$ cat src/fbpa_pkg.sv
// Shared types and constants for the fixed block pool allocator.
// No dependencies; imported by the divider and the top level.
package fbpa_pkg;

  // field and register widths fixed by the interface
  localparam int unsigned BYTES_W  = 16;
  localparam int unsigned POOL_W   = 9;
  localparam int unsigned BASE_W   = 32;
  localparam int unsigned DATA_W   = 32;
  localparam int unsigned STATUS_W = 3;

  // register reset values
  localparam logic [BYTES_W-1:0] BYTES_RESET = 16'd64;
  localparam logic [POOL_W-1:0]  POOL_RESET  = 9'd256;
  localparam logic [BASE_W-1:0]  BASE_RESET  = 32'd0;

  // register indexes on the config port (word address)
  localparam logic [1:0] REG_BLOCK_BYTES  = 2'd0;
  localparam logic [1:0] REG_POOL_BLOCKS  = 2'd1;
  localparam logic [1:0] REG_BASE_ADDRESS = 2'd2;

  typedef enum logic [STATUS_W-1:0] {
    ST_OK        = 3'd0,
    ST_EMPTY     = 3'd1,
    ST_UNALIGNED = 3'd2,
    ST_RANGE     = 3'd3,
    ST_DOUBLE    = 3'd4
  } status_t;

  typedef enum logic {
    OP_ALLOC   = 1'b0,
    OP_RELEASE = 1'b1
  } opcode_t;

  // tag on top of each link table entry
  typedef enum logic [1:0] {
    LNK_NEXT  = 2'b00,
    LNK_END   = 2'b01,
    LNK_TAKEN = 2'b10
  } link_tag_t;

  // divider status back to the controller
  typedef struct packed {
    logic done;
    logic rem_zero;
  } div_stat_t;

endpackage

$ cat src/fbpa_ram.sv
// Generic single-port-write, single-port-read synchronous RAM.
// Registered read; no dependencies.
module fbpa_ram #(
  parameter int unsigned WIDTH = 10,
  parameter int unsigned DEPTH = 256
) (
  input  logic                     clk,
  input  logic                     we,
  input  logic [$clog2(DEPTH)-1:0] waddr,
  input  logic [WIDTH-1:0]         wdata,
  input  logic                     re,
  input  logic [$clog2(DEPTH)-1:0] raddr,
  output logic [WIDTH-1:0]         rdata
);

  logic [WIDTH-1:0] mem [DEPTH];

  // write port and registered read port
  always_ff @(posedge clk) begin
    if (we) begin
      mem[waddr] <= wdata;
    end
    if (re) begin
      rdata <= mem[raddr];
    end
  end

endmodule

$ cat src/fbpa_div.sv
// Restoring divider, one quotient bit per cycle, unsigned.
// Depends on fbpa_pkg for the status struct.
module fbpa_div import fbpa_pkg::*; #(
  parameter int unsigned NUM_W = 32,
  parameter int unsigned DEN_W = 16
) (
  input  logic             clk,
  input  logic             rst_n,
  input  logic             start,
  input  logic [NUM_W-1:0] num,
  input  logic [DEN_W-1:0] den,
  output div_stat_t        stat,
  output logic [NUM_W-1:0] quot
);

  localparam int unsigned CNT_W = $clog2(NUM_W + 1);

  logic             busy_r, busy_nxt;
  logic             done_r, done_nxt;
  logic [CNT_W-1:0] cnt_r, cnt_nxt;
  logic [NUM_W-1:0] num_r, num_nxt;
  logic [DEN_W-1:0] den_r, den_nxt;
  logic [DEN_W-1:0] rem_r, rem_nxt;
  logic [DEN_W:0]   trial;
  logic [DEN_W:0]   trial_sub;
  logic             ge;

  // one trial subtraction per cycle
  always_comb begin
    trial     = {rem_r, num_r[NUM_W-1]};
    trial_sub = trial - {1'b0, den_r};
    ge        = trial >= {1'b0, den_r};
  end

  always_comb begin
    busy_nxt = busy_r;
    done_nxt = 1'b0;
    cnt_nxt  = cnt_r;
    num_nxt  = num_r;
    den_nxt  = den_r;
    rem_nxt  = rem_r;
    if (start) begin
      busy_nxt = 1'b1;
      cnt_nxt  = CNT_W'(NUM_W);
      num_nxt  = num;
      den_nxt  = den;
      rem_nxt  = '0;
    end else if (busy_r) begin
      // remainder stays below den, so the low bits hold it
      rem_nxt = ge ? trial_sub[DEN_W-1:0] : trial[DEN_W-1:0];
      num_nxt = {num_r[NUM_W-2:0], ge};
      cnt_nxt = cnt_r - CNT_W'(1);
      if (cnt_r == CNT_W'(1)) begin
        busy_nxt = 1'b0;
        done_nxt = 1'b1;
      end
    end
  end

  always_ff @(posedge clk) begin
    if (!rst_n) begin
      busy_r <= 1'b0;
      done_r <= 1'b0;
      cnt_r  <= '0;
    end else begin
      busy_r <= busy_nxt;
      done_r <= done_nxt;
      cnt_r  <= cnt_nxt;
    end
    num_r <= num_nxt;
    den_r <= den_nxt;
    rem_r <= rem_nxt;
  end

  assign stat.done     = done_r;
  assign stat.rem_zero = (rem_r == '0);
  assign quot          = num_r;

endmodule

$ cat src/fixed_block_pool_allocator_unit.sv
// Top level of the fixed block pool allocator: control, config registers, free list.
// Depends on fbpa_pkg, fbpa_ram (link table) and fbpa_div (release offset divider).
//
//   channel | direction | handshake           | words
//   in      | input     | in_valid/in_ready   | in_opcode, in_block_addr
//   out     | output    | out_valid/out_ready | out_status, out_granted_addr, out_free_blocks
//   cfg     | input     | psel/penable/pwrite | paddr, pwdata, prdata, pready
//
// allocate: S_ALOOK takes the link table read, then S_DONE; an empty pool skips to S_DONE.
// release: S_DIV waits for the one-bit-per-cycle divider, then S_RLOOK reads the link table;
// a release that fails before the link table read goes from S_DIV straight to S_DONE.
// one word in flight; the next word is taken while a result waits in the output register.
// reset and a pool_blocks write rebuild the free chain at once: a fill count marks
// the link entries never written, which read as their initial chain link.
module fixed_block_pool_allocator_unit import fbpa_pkg::*; #(
  parameter int unsigned MAX_BLOCKS = 256,
  parameter int unsigned ADDR_BITS  = 32
) (
  input  logic                clk,
  input  logic                rst_n,
  input  logic                in_valid,
  output logic                in_ready,
  input  logic                in_opcode,
  input  logic [BASE_W-1:0]   in_block_addr,
  output logic                out_valid,
  input  logic                out_ready,
  output logic [STATUS_W-1:0] out_status,
  output logic [BASE_W-1:0]   out_granted_addr,
  output logic [POOL_W-1:0]   out_free_blocks,
  input  logic                psel,
  input  logic                penable,
  input  logic                pwrite,
  input  logic [3:0]          paddr,
  input  logic [DATA_W-1:0]   pwdata,
  output logic [DATA_W-1:0]   prdata,
  output logic                pready
);

  localparam int unsigned IW   = $clog2(MAX_BLOCKS);
  localparam int unsigned LW   = IW + 2;
  localparam int unsigned FW   = IW + 1;
  localparam int unsigned AW   = (ADDR_BITS < 32) ? ADDR_BITS : 32;
  localparam int unsigned MAXC = (MAX_BLOCKS > 511) ? 511 : MAX_BLOCKS;
  localparam int unsigned CW   = (FW > POOL_W) ? FW : POOL_W;
  localparam int unsigned PW   = IW + BYTES_W;
  localparam logic [POOL_W-1:0] MAX_CAP = POOL_W'(MAXC);

  typedef enum logic [2:0] {
    S_IDLE,
    S_DIV,
    S_ALOOK,
    S_RLOOK,
    S_DONE
  } state_t;

  state_t              state_r, state_nxt;
  logic [BYTES_W-1:0]  bytes_r, bytes_nxt;
  logic [POOL_W-1:0]   pool_r, pool_nxt;
  logic [BASE_W-1:0]   base_r, base_nxt;
  logic [IW-1:0]       head_r, head_nxt;
  logic                head_valid_r, head_valid_nxt;
  logic [POOL_W-1:0]   tally_r, tally_nxt;
  logic [FW-1:0]       fill_r, fill_nxt;
  logic [IW-1:0]       idx_r, idx_nxt;
  logic                neg_r, neg_nxt;
  status_t             res_status_r, res_status_nxt;
  logic [BASE_W-1:0]   res_granted_r, res_granted_nxt;
  logic                out_valid_r, out_valid_nxt;
  status_t             out_status_r, out_status_nxt;
  logic [BASE_W-1:0]   out_granted_r, out_granted_nxt;
  logic [POOL_W-1:0]   out_free_r, out_free_nxt;

  logic [BYTES_W-1:0]  eff_bytes;
  logic [POOL_W-1:0]   n_eff;
  logic [POOL_W-1:0]   n_wr;
  logic                in_fire;
  logic                cfg_wr;
  logic [1:0]          cfg_idx;
  logic [AW-1:0]       addr_m;
  logic [AW-1:0]       base_m;
  logic                addr_below;
  logic [AW-1:0]       diff;
  logic [CW-1:0]       next_ext;
  logic [LW-1:0]       virgin;
  logic [LW-1:0]       link_rd;
  link_tag_t           link_tag;
  logic [IW-1:0]       link_idx;
  logic [PW-1:0]       prod;
  logic [BASE_W-1:0]   sum;
  logic                quot_big;

  logic                ram_we;
  logic [IW-1:0]       ram_waddr;
  logic [LW-1:0]       ram_wdata;
  logic                ram_re;
  logic [IW-1:0]       ram_raddr;
  logic [LW-1:0]       ram_rdata;

  logic                div_start;
  div_stat_t           div_stat;
  logic [AW-1:0]       div_quot;

  // link table
  fbpa_ram #(
    .WIDTH (LW),
    .DEPTH (MAX_BLOCKS)
  ) u_link (
    .clk   (clk),
    .we    (ram_we),
    .waddr (ram_waddr),
    .wdata (ram_wdata),
    .re    (ram_re),
    .raddr (ram_raddr),
    .rdata (ram_rdata)
  );

  // offset divided by block size on release
  fbpa_div #(
    .NUM_W (AW),
    .DEN_W (BYTES_W)
  ) u_div (
    .clk   (clk),
    .rst_n (rst_n),
    .start (div_start),
    .num   (diff),
    .den   (eff_bytes),
    .stat  (div_stat),
    .quot  (div_quot)
  );

  // effective configuration and handshakes
  always_comb begin
    eff_bytes = (bytes_r == '0) ? BYTES_W'(1) : bytes_r;
    n_eff     = (pool_r > MAX_CAP) ? MAX_CAP : pool_r;
    n_wr      = (pwdata[POOL_W-1:0] > MAX_CAP) ? MAX_CAP : pwdata[POOL_W-1:0];
    in_fire   = in_valid && in_ready;
    cfg_wr    = psel && penable && pwrite;
    cfg_idx   = paddr[3:2];
  end

  // release offset from base, either direction
  always_comb begin
    addr_m     = in_block_addr[AW-1:0];
    base_m     = base_r[AW-1:0];
    addr_below = addr_m < base_m;
    diff       = addr_below ? (base_m - addr_m) : (addr_m - base_m);
    div_start  = in_fire && (opcode_t'(in_opcode) == OP_RELEASE);
    quot_big   = div_quot >= AW'(n_eff);
  end

  // link entry at idx_r; entries at or above the fill count were never written
  always_comb begin
    next_ext = CW'(idx_r) + CW'(1);
    if (next_ext < CW'(n_eff)) begin
      virgin = {LNK_NEXT, next_ext[IW-1:0]};
    end else begin
      virgin = {LNK_END, IW'(0)};
    end
    link_rd  = (FW'(idx_r) < fill_r) ? ram_rdata : virgin;
    link_tag = link_tag_t'(link_rd[LW-1:IW]);
    link_idx = link_rd[IW-1:0];
  end

  // granted address for the popped block
  always_comb begin
    prod = PW'(idx_r) * PW'(eff_bytes);
    sum  = base_r + BASE_W'(prod);
  end

  // memory ports; reads and writes fall in different states, so no overlap
  always_comb begin
    ram_raddr = (state_r == S_IDLE) ? head_r : div_quot[IW-1:0];
    ram_re    = (in_fire && (opcode_t'(in_opcode) == OP_ALLOC) && head_valid_r) ||
                ((state_r == S_DIV) && div_stat.done && div_stat.rem_zero &&
                 !neg_r && !quot_big);
    ram_waddr = idx_r;
    ram_we    = (state_r == S_ALOOK) ||
                ((state_r == S_RLOOK) && (link_tag == LNK_TAKEN));
    if (state_r == S_ALOOK) begin
      ram_wdata = {LNK_TAKEN, IW'(0)};
    end else if (head_valid_r) begin
      ram_wdata = {LNK_NEXT, head_r};
    end else begin
      ram_wdata = {LNK_END, head_r};
    end
  end

  // sequencer and free list bookkeeping
  always_comb begin
    state_nxt       = state_r;
    bytes_nxt       = bytes_r;
    pool_nxt        = pool_r;
    base_nxt        = base_r;
    head_nxt        = head_r;
    head_valid_nxt  = head_valid_r;
    tally_nxt       = tally_r;
    fill_nxt        = fill_r;
    idx_nxt         = idx_r;
    neg_nxt         = neg_r;
    res_status_nxt  = res_status_r;
    res_granted_nxt = res_granted_r;
    out_valid_nxt   = out_valid_r && !out_ready;
    out_status_nxt  = out_status_r;
    out_granted_nxt = out_granted_r;
    out_free_nxt    = out_free_r;

    case (state_r)
      S_IDLE: begin
        if (in_fire) begin
          res_granted_nxt = '0;
          if (opcode_t'(in_opcode) == OP_ALLOC) begin
            if (head_valid_r) begin
              idx_nxt   = head_r;
              state_nxt = S_ALOOK;
            end else begin
              res_status_nxt = ST_EMPTY;
              state_nxt      = S_DONE;
            end
          end else begin
            neg_nxt   = addr_below;
            state_nxt = S_DIV;
          end
        end
      end
      S_DIV: begin
        if (div_stat.done) begin
          if (!div_stat.rem_zero) begin
            res_status_nxt = ST_UNALIGNED;
            state_nxt      = S_DONE;
          end else if (neg_r || quot_big) begin
            res_status_nxt = ST_RANGE;
            state_nxt      = S_DONE;
          end else begin
            idx_nxt   = div_quot[IW-1:0];
            state_nxt = S_RLOOK;
          end
        end
      end
      S_ALOOK: begin
        // pop the head; a never-written head is the next one in fill order
        head_nxt        = link_idx;
        head_valid_nxt  = (link_tag == LNK_NEXT);
        tally_nxt       = tally_r - POOL_W'(1);
        if (FW'(idx_r) == fill_r) begin
          fill_nxt = fill_r + FW'(1);
        end
        res_status_nxt  = ST_OK;
        res_granted_nxt = BASE_W'(sum[AW-1:0]);
        state_nxt       = S_DONE;
      end
      S_RLOOK: begin
        // push the released block, unless it is already free
        if (link_tag == LNK_TAKEN) begin
          head_nxt       = idx_r;
          head_valid_nxt = 1'b1;
          tally_nxt      = tally_r + POOL_W'(1);
          res_status_nxt = ST_OK;
        end else begin
          res_status_nxt = ST_DOUBLE;
        end
        state_nxt = S_DONE;
      end
      S_DONE: begin
        if (!out_valid_r || out_ready) begin
          out_valid_nxt   = 1'b1;
          out_status_nxt  = res_status_r;
          out_granted_nxt = res_granted_r;
          out_free_nxt    = tally_r;
          state_nxt       = S_IDLE;
        end
      end
      default: begin
        state_nxt = S_IDLE;
      end
    endcase

    // register writes; a pool size write rebuilds the chain
    if (cfg_wr) begin
      case (cfg_idx)
        REG_BLOCK_BYTES: begin
          bytes_nxt = pwdata[BYTES_W-1:0];
        end
        REG_POOL_BLOCKS: begin
          pool_nxt       = pwdata[POOL_W-1:0];
          head_nxt       = '0;
          head_valid_nxt = (n_wr != '0);
          tally_nxt      = n_wr;
          fill_nxt       = '0;
        end
        REG_BASE_ADDRESS: begin
          base_nxt = pwdata[BASE_W-1:0];
        end
        default: begin
          bytes_nxt = bytes_r;
        end
      endcase
    end
  end

  // state and registered outputs
  always_ff @(posedge clk) begin
    if (!rst_n) begin
      state_r      <= S_IDLE;
      bytes_r      <= BYTES_RESET;
      pool_r       <= POOL_RESET;
      base_r       <= BASE_RESET;
      head_r       <= '0;
      head_valid_r <= (MAX_CAP != '0);
      tally_r      <= (POOL_RESET > MAX_CAP) ? MAX_CAP : POOL_RESET;
      fill_r       <= '0;
      out_valid_r  <= 1'b0;
    end else begin
      state_r      <= state_nxt;
      bytes_r      <= bytes_nxt;
      pool_r       <= pool_nxt;
      base_r       <= base_nxt;
      head_r       <= head_nxt;
      head_valid_r <= head_valid_nxt;
      tally_r      <= tally_nxt;
      fill_r       <= fill_nxt;
      out_valid_r  <= out_valid_nxt;
    end
    idx_r         <= idx_nxt;
    neg_r         <= neg_nxt;
    res_status_r  <= res_status_nxt;
    res_granted_r <= res_granted_nxt;
    out_status_r  <= out_status_nxt;
    out_granted_r <= out_granted_nxt;
    out_free_r    <= out_free_nxt;
  end

  // register read-back
  always_comb begin
    case (cfg_idx)
      REG_BLOCK_BYTES:  prdata = DATA_W'(bytes_r);
      REG_POOL_BLOCKS:  prdata = DATA_W'(pool_r);
      REG_BASE_ADDRESS: prdata = DATA_W'(base_r);
      default:          prdata = '0;
    endcase
  end

  assign pready           = 1'b1;
  assign in_ready         = (state_r == S_IDLE);
  assign out_valid        = out_valid_r;
  assign out_status       = out_status_r;
  assign out_granted_addr = out_granted_r;
  assign out_free_blocks  = out_free_r;

  // head is valid exactly when some block is free
  a_head_tally: assert property (@(posedge clk) disable iff (!rst_n)
    head_valid_r == (tally_r != '0))
    else $error("free head and free count disagree");

  // free count never exceeds the pool
  a_tally_cap: assert property (@(posedge clk) disable iff (!rst_n)
    tally_r <= n_eff)
    else $error("free count above pool size");

  // fill count never runs past the pool
  a_fill_cap: assert property (@(posedge clk) disable iff (!rst_n)
    CW'(fill_r) <= CW'(n_eff))
    else $error("fill count above pool size");

  // link table is never read and written in the same cycle
  a_no_overlap: assert property (@(posedge clk) disable iff (!rst_n)
    !(ram_we && ram_re))
    else $error("link table read and write overlap");

  // a divider result only arrives while a release waits for it
  a_div_state: assert property (@(posedge clk) disable iff (!rst_n)
    div_stat.done |-> (state_r == S_DIV))
    else $error("divider result outside release");

endmodule
$ cat config.mk
export PLATFORM = sky130hd
export DESIGN_NAME = fixed_block_pool_allocator_unit
export DESIGN_NICKNAME = d
export VERILOG_FILES = /design/src/fbpa_pkg.sv /design/src/fbpa_ram.sv /design/src/fbpa_div.sv /design/src/fixed_block_pool_allocator_unit.sv
export SDC_FILE = /design/constraint.sdc
export NUM_CORES = 2
export LEC_CHECK = 0
export BUFFER_PORTS_ARGS = -buffer_cell sky130_fd_sc_hd__clkbuf_2
export CELL_PAD_IN_SITES_DETAIL_PLACEMENT = 1
export CELL_PAD_IN_SITES_GLOBAL_PLACEMENT = 1
export CORE_ASPECT_RATIO = 1.1
export CORE_UTILIZATION = 58
export DETAILED_ROUTE_END_ITERATION = 10
export PLACE_DENSITY_LB_ADDON = 0.1
export RECOVER_POWER = 100
export SLEW_MARGIN = 5
export SYNTH_ARGS = -nofsm -noshare
export SYNTH_HDL_FRONTEND = slang
export SYNTH_SLANG_ARGS = --single-unit
$ cat constraint.sdc
create_clock -name clk -period 24.2 [get_ports clk]
set_clock_uncertainty 0.2 [all_clocks]
set_input_delay 1.21 -clock clk [delete_from_list [all_inputs] [get_ports clk]]
set_output_delay 1.21 -clock clk [all_outputs]
set_load 0.005 [all_outputs]
* After elaboration in Yosys (flattened, before gate mapping)
Memory sizes are Yosys's and may differ from the RTL's. A register that Yosys moved wholly into a read port is not among the register bits. Cells that the tools add are included.
Word-level totals: register bits 248, memory bits (writable) 2560, input port bits 76, output and inout port bits 79, logic and storage cells 168, memories 1
Cells by class: add/subtract/negate cells 9, $mul 1, magnitude comparators 7, equality and inequality tests 18, muxes and demuxes 64, bitwise logic cells 3, reduce and logical (&&, ||, !) cells 42
Memories:
- u_link.mem | depth 256, width 10, read ports 1, clocked after memory_dff 1, wr ports 1, line fbpa_ram.sv:16 | logic [WIDTH-1:0] mem [DEPTH];
Operators by type and width (count):
- $mux W32 | 4
- $mux W9 | 11
- $pmux W32 S3 | 1
- $mux W8 | 10
- $pmux W32 S2 | 1
- $sub A32 B32 Y32 | 2
- $mux W3 | 14
- $add A32 B24 Y32 | 1
- $ge A32 B9 Y1 | 1
- $logic_not A16 Y1 | 2
- $lt A32 B32 Y1 | 1
- $mux W16 | 2
- $pmux W8 S2 | 2
- $mul A8 B16 Y24 | 1
- $pmux W3 S4 | 2
- $mux W10 | 2
- $add A9 B1 Y9 const B | 2
- $gt A9 B9 Y1 const B | 2
- $pmux W9 S2 | 1
- $ge A17 B16 Y1 | 1
- $sub A16 B16 Y16 | 1
- $logic_and A1 B1 Y1 | 12
- $mux W6 | 2
- $mux W1 | 11
- 30 further kinds | 55

* Logic depth before layout (Yosys ltp)
word-level depth 10, mapped depth 24, mapped depth without buffers 24

* Modules after synthesis
Synthesis repeated with hierarchy kept, for this count alone.
Second synthesis, totals: cells, all modules 6857, area total of the unflattened synthesis 119643.5 um^2
By module, submodules not included:
- fbpa_ram | instances 1, cells each 4642, area each 99354.0 um^2, seq. area each 77174.0 um^2
- fixed_block_pool_allocator_unit | instances 1, cells each 1878, area each 16503.3 um^2, seq. area each 4404.2 um^2
- fbpa_div | instances 1, cells each 337, area each 3786.1 um^2, seq. area each 1921.8 um^2

* Worst setup path before layout
OpenSTA, ideal clock, no wires.
path kind register to register, from register state_r[1], to memory u_link.mem[0][4], data pin, library setup time 1533 ps, data arrival time 13011 ps, required time 22467 ps, path slack 9455 ps, cell stages (with the launch flop) 7, path buffers 2, clock period less this slack 14745 ps, cells stage by stage dfxtp_1 nor2b_1 nand2b_1 clkbuf_1 inv_1 clkbuf_1 nor2_1
On the way: cells in the longest elaborated chain, start to end 2
RTL lines:
- start, declared | line fixed_block_pool_allocator_unit.sv:56 | state_t state_r, state_nxt;
- start signal, assigned | line fixed_block_pool_allocator_unit.sv:313 | state_r <= state_nxt;
- $eq A3 B2 Y1 | line fixed_block_pool_allocator_unit.sv:179 | if (state_r == S_ALOOK) begin
- $mux W10 | line fixed_block_pool_allocator_unit.sv:179
- via ram_wdata[4] | line fixed_block_pool_allocator_unit.sv:94 | logic [LW-1:0] ram_wdata;
- end, declared | line fbpa_ram.sv:16
The timed path passes the listed nets, and every way through them passes these cells.

* Worst setup path in the final report
from register state_r[0], to memory u_link.mem[19][7], data pin
The elaborated chain is that of the path after synthesis.

==> results.toml <==
[setup_path]
rr_worst_depth = 6
crit_required_ns = 24.28
crit_arrival_ns = 15.29
worstPathMaxFanout = 185
r2r-end = "u_link.mem[19][7]$_DFFE_PP_"
rr_startpoint = "state_r[0]$_SDFFE_PN0P_"
cp-end-kind = "register"
start_kind = "register"
critPathKind = "reg2reg"
r2r_slack_ns = 8.98

[die]
io_pins = 155
coreArea_sq_um = 205000
die_w_um = 436
die_y_um = 479
core.rowCount = 174
initial_utilization = 0.585
fp.dieArea_sq_um = 209000

[clocking]
cts_resized = 0
cts-hold-fix-buffers = 0
cts_buffers = 296
post-cts-setup-buffers = 0
clock_path_buffers = 4
clk_pin_slew_ns = 0.06
cts_tree = "done"
clockRootBuffer = "clkbuf_16"
worstSkewPairLatency_ns = 0.98
h-tree-depth = 5
cts_sinks = 2818

[synth]
synth_adder_area_share = 0.0351
ys_seq_area_frac = 0.696
synth_nets = 7966
netlist_area_sq_um = 120000
synth_xor_area_frac = 0.00584
synth_top_family_by_area = "multiplexers"
synth.area.top_cells = "edfxtp_1 (68%), mux4_2 (10%), nand2_1 (3.6%)"
synthSimpleGateAreaFrac = 0.0831
yosysUniqueCellTypes = 74
synth_top_cell_by_area = "edfxtp_1"
syn_avg_cell_area_sq_um = 15.8
synth-main-ff-cell = "edfxtp_1"
synth_cells = 7619
synth_top_area_share = 0.677
synth-async-reset-ratio = 0
synth_common_cells = "edfxtp_1 (2,706), nand2_1 (1,165), mux4_2 (540)"
synth_compound_area_frac = 0.0430
synth-edff-count = 2706
yosys_register_bits = 2818
synth_mux_area_frac = 0.112
ys_warn_count = 0
yosysMostFrequentCell = "edfxtp_1"

[drt]
drtAntennaViolNets = 0
num_vias = 71100
drt_iter0_markers = 7894
route.detailed.drc = 0
routed_via_density = 6.64
wl_um = 357000
firstDrtPassIters = 5
routedWlPerCell_um = 33.3

[finish]
drive_gt1_frac = 0.147
syn_to_final_growth_pct = 10.2
num-fill-cells = 18000
nets = 8119

[place]
place.gp.congestion = 0.891
port-buffer-count = 151
dpl.hpwl_um = 218000

[run_status]
violations = "capacitance limit, slew limit"
status = "finished with violations"

[worst_hold_path]
min_path_cells = 0
hold_class = "reg2reg"
hold_path_end = "out_granted_addr[6]$_DFFE_PP_"
hold_start = "res_granted_r[6]$_SDFFCE_PN0P_"

[pwr]
ir_worst_vdd_uv = 96.0
p_int_uw = 8330
cellLeakagePower_uw = 0.0448
power.density_nw_per_um2 = 83.7
power_frac_clock = 0.393
switching_share = 0.248
p_switching_uw = 2740
seqPwrFrac = 0.487
power_frac_comb = 0.120

[global_routing]
gr-total-overflow = 0
grt_first_pass_wirelength_um = 516000
antenna_found_initial = 14
grt_max_degree = 186
grt_pass1_vias = 74200
globalRouteTotalUtil = 0.343

[sta]
period_minus_slack_ns = 15.22
fmax_mhz = 65.7
finalHoldViolCount = 0
slew_viol_final = 3334
rsz0062_at_grt = "false"
setup_violations = 0
min_period_over_period = 0.629
setup_tns_ns = 0
slew_headroom = -5.33
timing.hold.ws_ns = 0.217
worst_pin_slew_ns = 9.50

[run]
maxCapViolations = 62
-- worst max path at each step --
stage	from	to	slack [ns]	cells after the start
CTS	bytes_r[5]$_SDFFE_PN0P_	res_granted_r[30]$_SDFFCE_PN0P_	16.13	19
finish	state_r[0]$_SDFFE_PN0P_	u_link.mem[19][7]$_DFFE_PP_	8.98	6
global route	state_r[0]$_SDFFE_PN0P_	u_link.mem[5][7]$_DFFE_PP_	8.56	6
detailed placement	bytes_r[5]$_SDFFE_PN0P_	res_granted_r[30]$_SDFFCE_PN0P_	16.12	19
floorplan	state_r[1]$_SDFFE_PN0P_	u_link.mem[0][4]$_DFFE_PP_	9.46	6
global placement	bytes_r[5]$_SDFFE_PN0P_	res_granted_r[30]$_SDFFCE_PN0P_	16.26	20
-- cell type report --
class                      instances  area, sq um  area share
timing repair buffer             300         1680      0.0127
multi-input combinational       4080        33700       0.255
sequential                      2818        83500       0.631
tap                             2728         3410      0.0258
antenna                            8         20.0    0.000151
clock inverter                   123         1110     0.00837
inverter                         276         1040     0.00785
clock buffer                     374         7860      0.0594
-- registers in the layout (all words and copies together), names as in the netlist, 10 cells and up --
| register | flops |
|---|---|
| base_m | 32 |
| bytes_r | 16 |
| out_granted_addr | 32 |
| res_granted_r | 32 |
| u_div.den_r | 16 |
| u_div.quot | 32 |
| u_div.rem_r | 16 |
| u_link.mem | 2560 |
| u_link.rdata | 10 |
-- routing by layer --
| layer | part of all wire | vias to the layer above | global-route usage | routed length [um] |
|---|---|---|---|---|
| met1 | 0.36 | 37100 | 0.436 | 129000 |
| met3 | 0.090 | 877 | 0.0668 | 32200 |
| li1 | - | 29300 | - | - |
| met4 | 0.061 | 10 | 0.182 | 21800 |
| met5 | 0.00017 | - | 0 | 60 |
| met2 | 0.49 | 3821 | 0.561 | 174000 |
-- through the flow --
| stage | power [uW] | instances | cell area (sq um) | util | setup slack (ns) |
|---|---|---|---|---|---|
| 2_1_floorplan | 6370 | 7619 | 120000 | - | 9.46 |
| 3_3_place_gp | 6760 | 10200 | 124000 | 0.603 | 16.26 |
| 3_5_place_dp | 6800 | 10200 | 124000 | 0.603 | 16.12 |
| 4_1_cts | 11100 | 10700 | 133000 | 0.647 | 16.13 |
| 5_1_grt | 11300 | 10700 | 132000 | 0.645 | 8.56 |
| 6_report | 11100 | 10700 | 132000 | 0.645 | 8.98 |
-- critical path, stage by stage, from the launching register on --
cell,delay [ns]
dfxtp_1,0.33
clkbuf_1,0.70
nand2b_1,0.70
clkinvlp_2,2.53
nor2_1,0.74
clkbuf_1,6.57
clkbuf_1,2.61
-- logic make-up after synthesis --
logic type | after synthesis
other | 1
muxes | 668
and+or+nand+nor | 2287
buffers and inverters | 721
xor gates and xnor gates | 80
adders and majority gates | 271
AOI/OAI and AO/OA | 773
DFF | 2818
-- power by group through the flow --
stage                     clock network, uW  registers [uW]  logic [uW]
after CTS                              4390            5390        1320
after detailed placement                  0            5490        1310
after global routing                   4530            5400        1410
final                                  4350            5400        1330
after global placement                    0            5490        1270
after floorplan                           0            5490         881
-- placed cells by master (no fill, tap or decap), types with 109 or more instances in the layout --
cell type  instances
edfxtp_1        2706
nand2_1         1158
mux4_2           540
nor2_1           401
nand3_1          334
clkbuf_16        302
inv_1            272
clkbuf_1         172
a21oi_1          164
ha_1             162
o21ai_0          128
clkbuf_2         113
mux2i_1          112
dfxtp_1          112
fa_1             109
No activity file was read; power rests on OpenSTA's default activity.
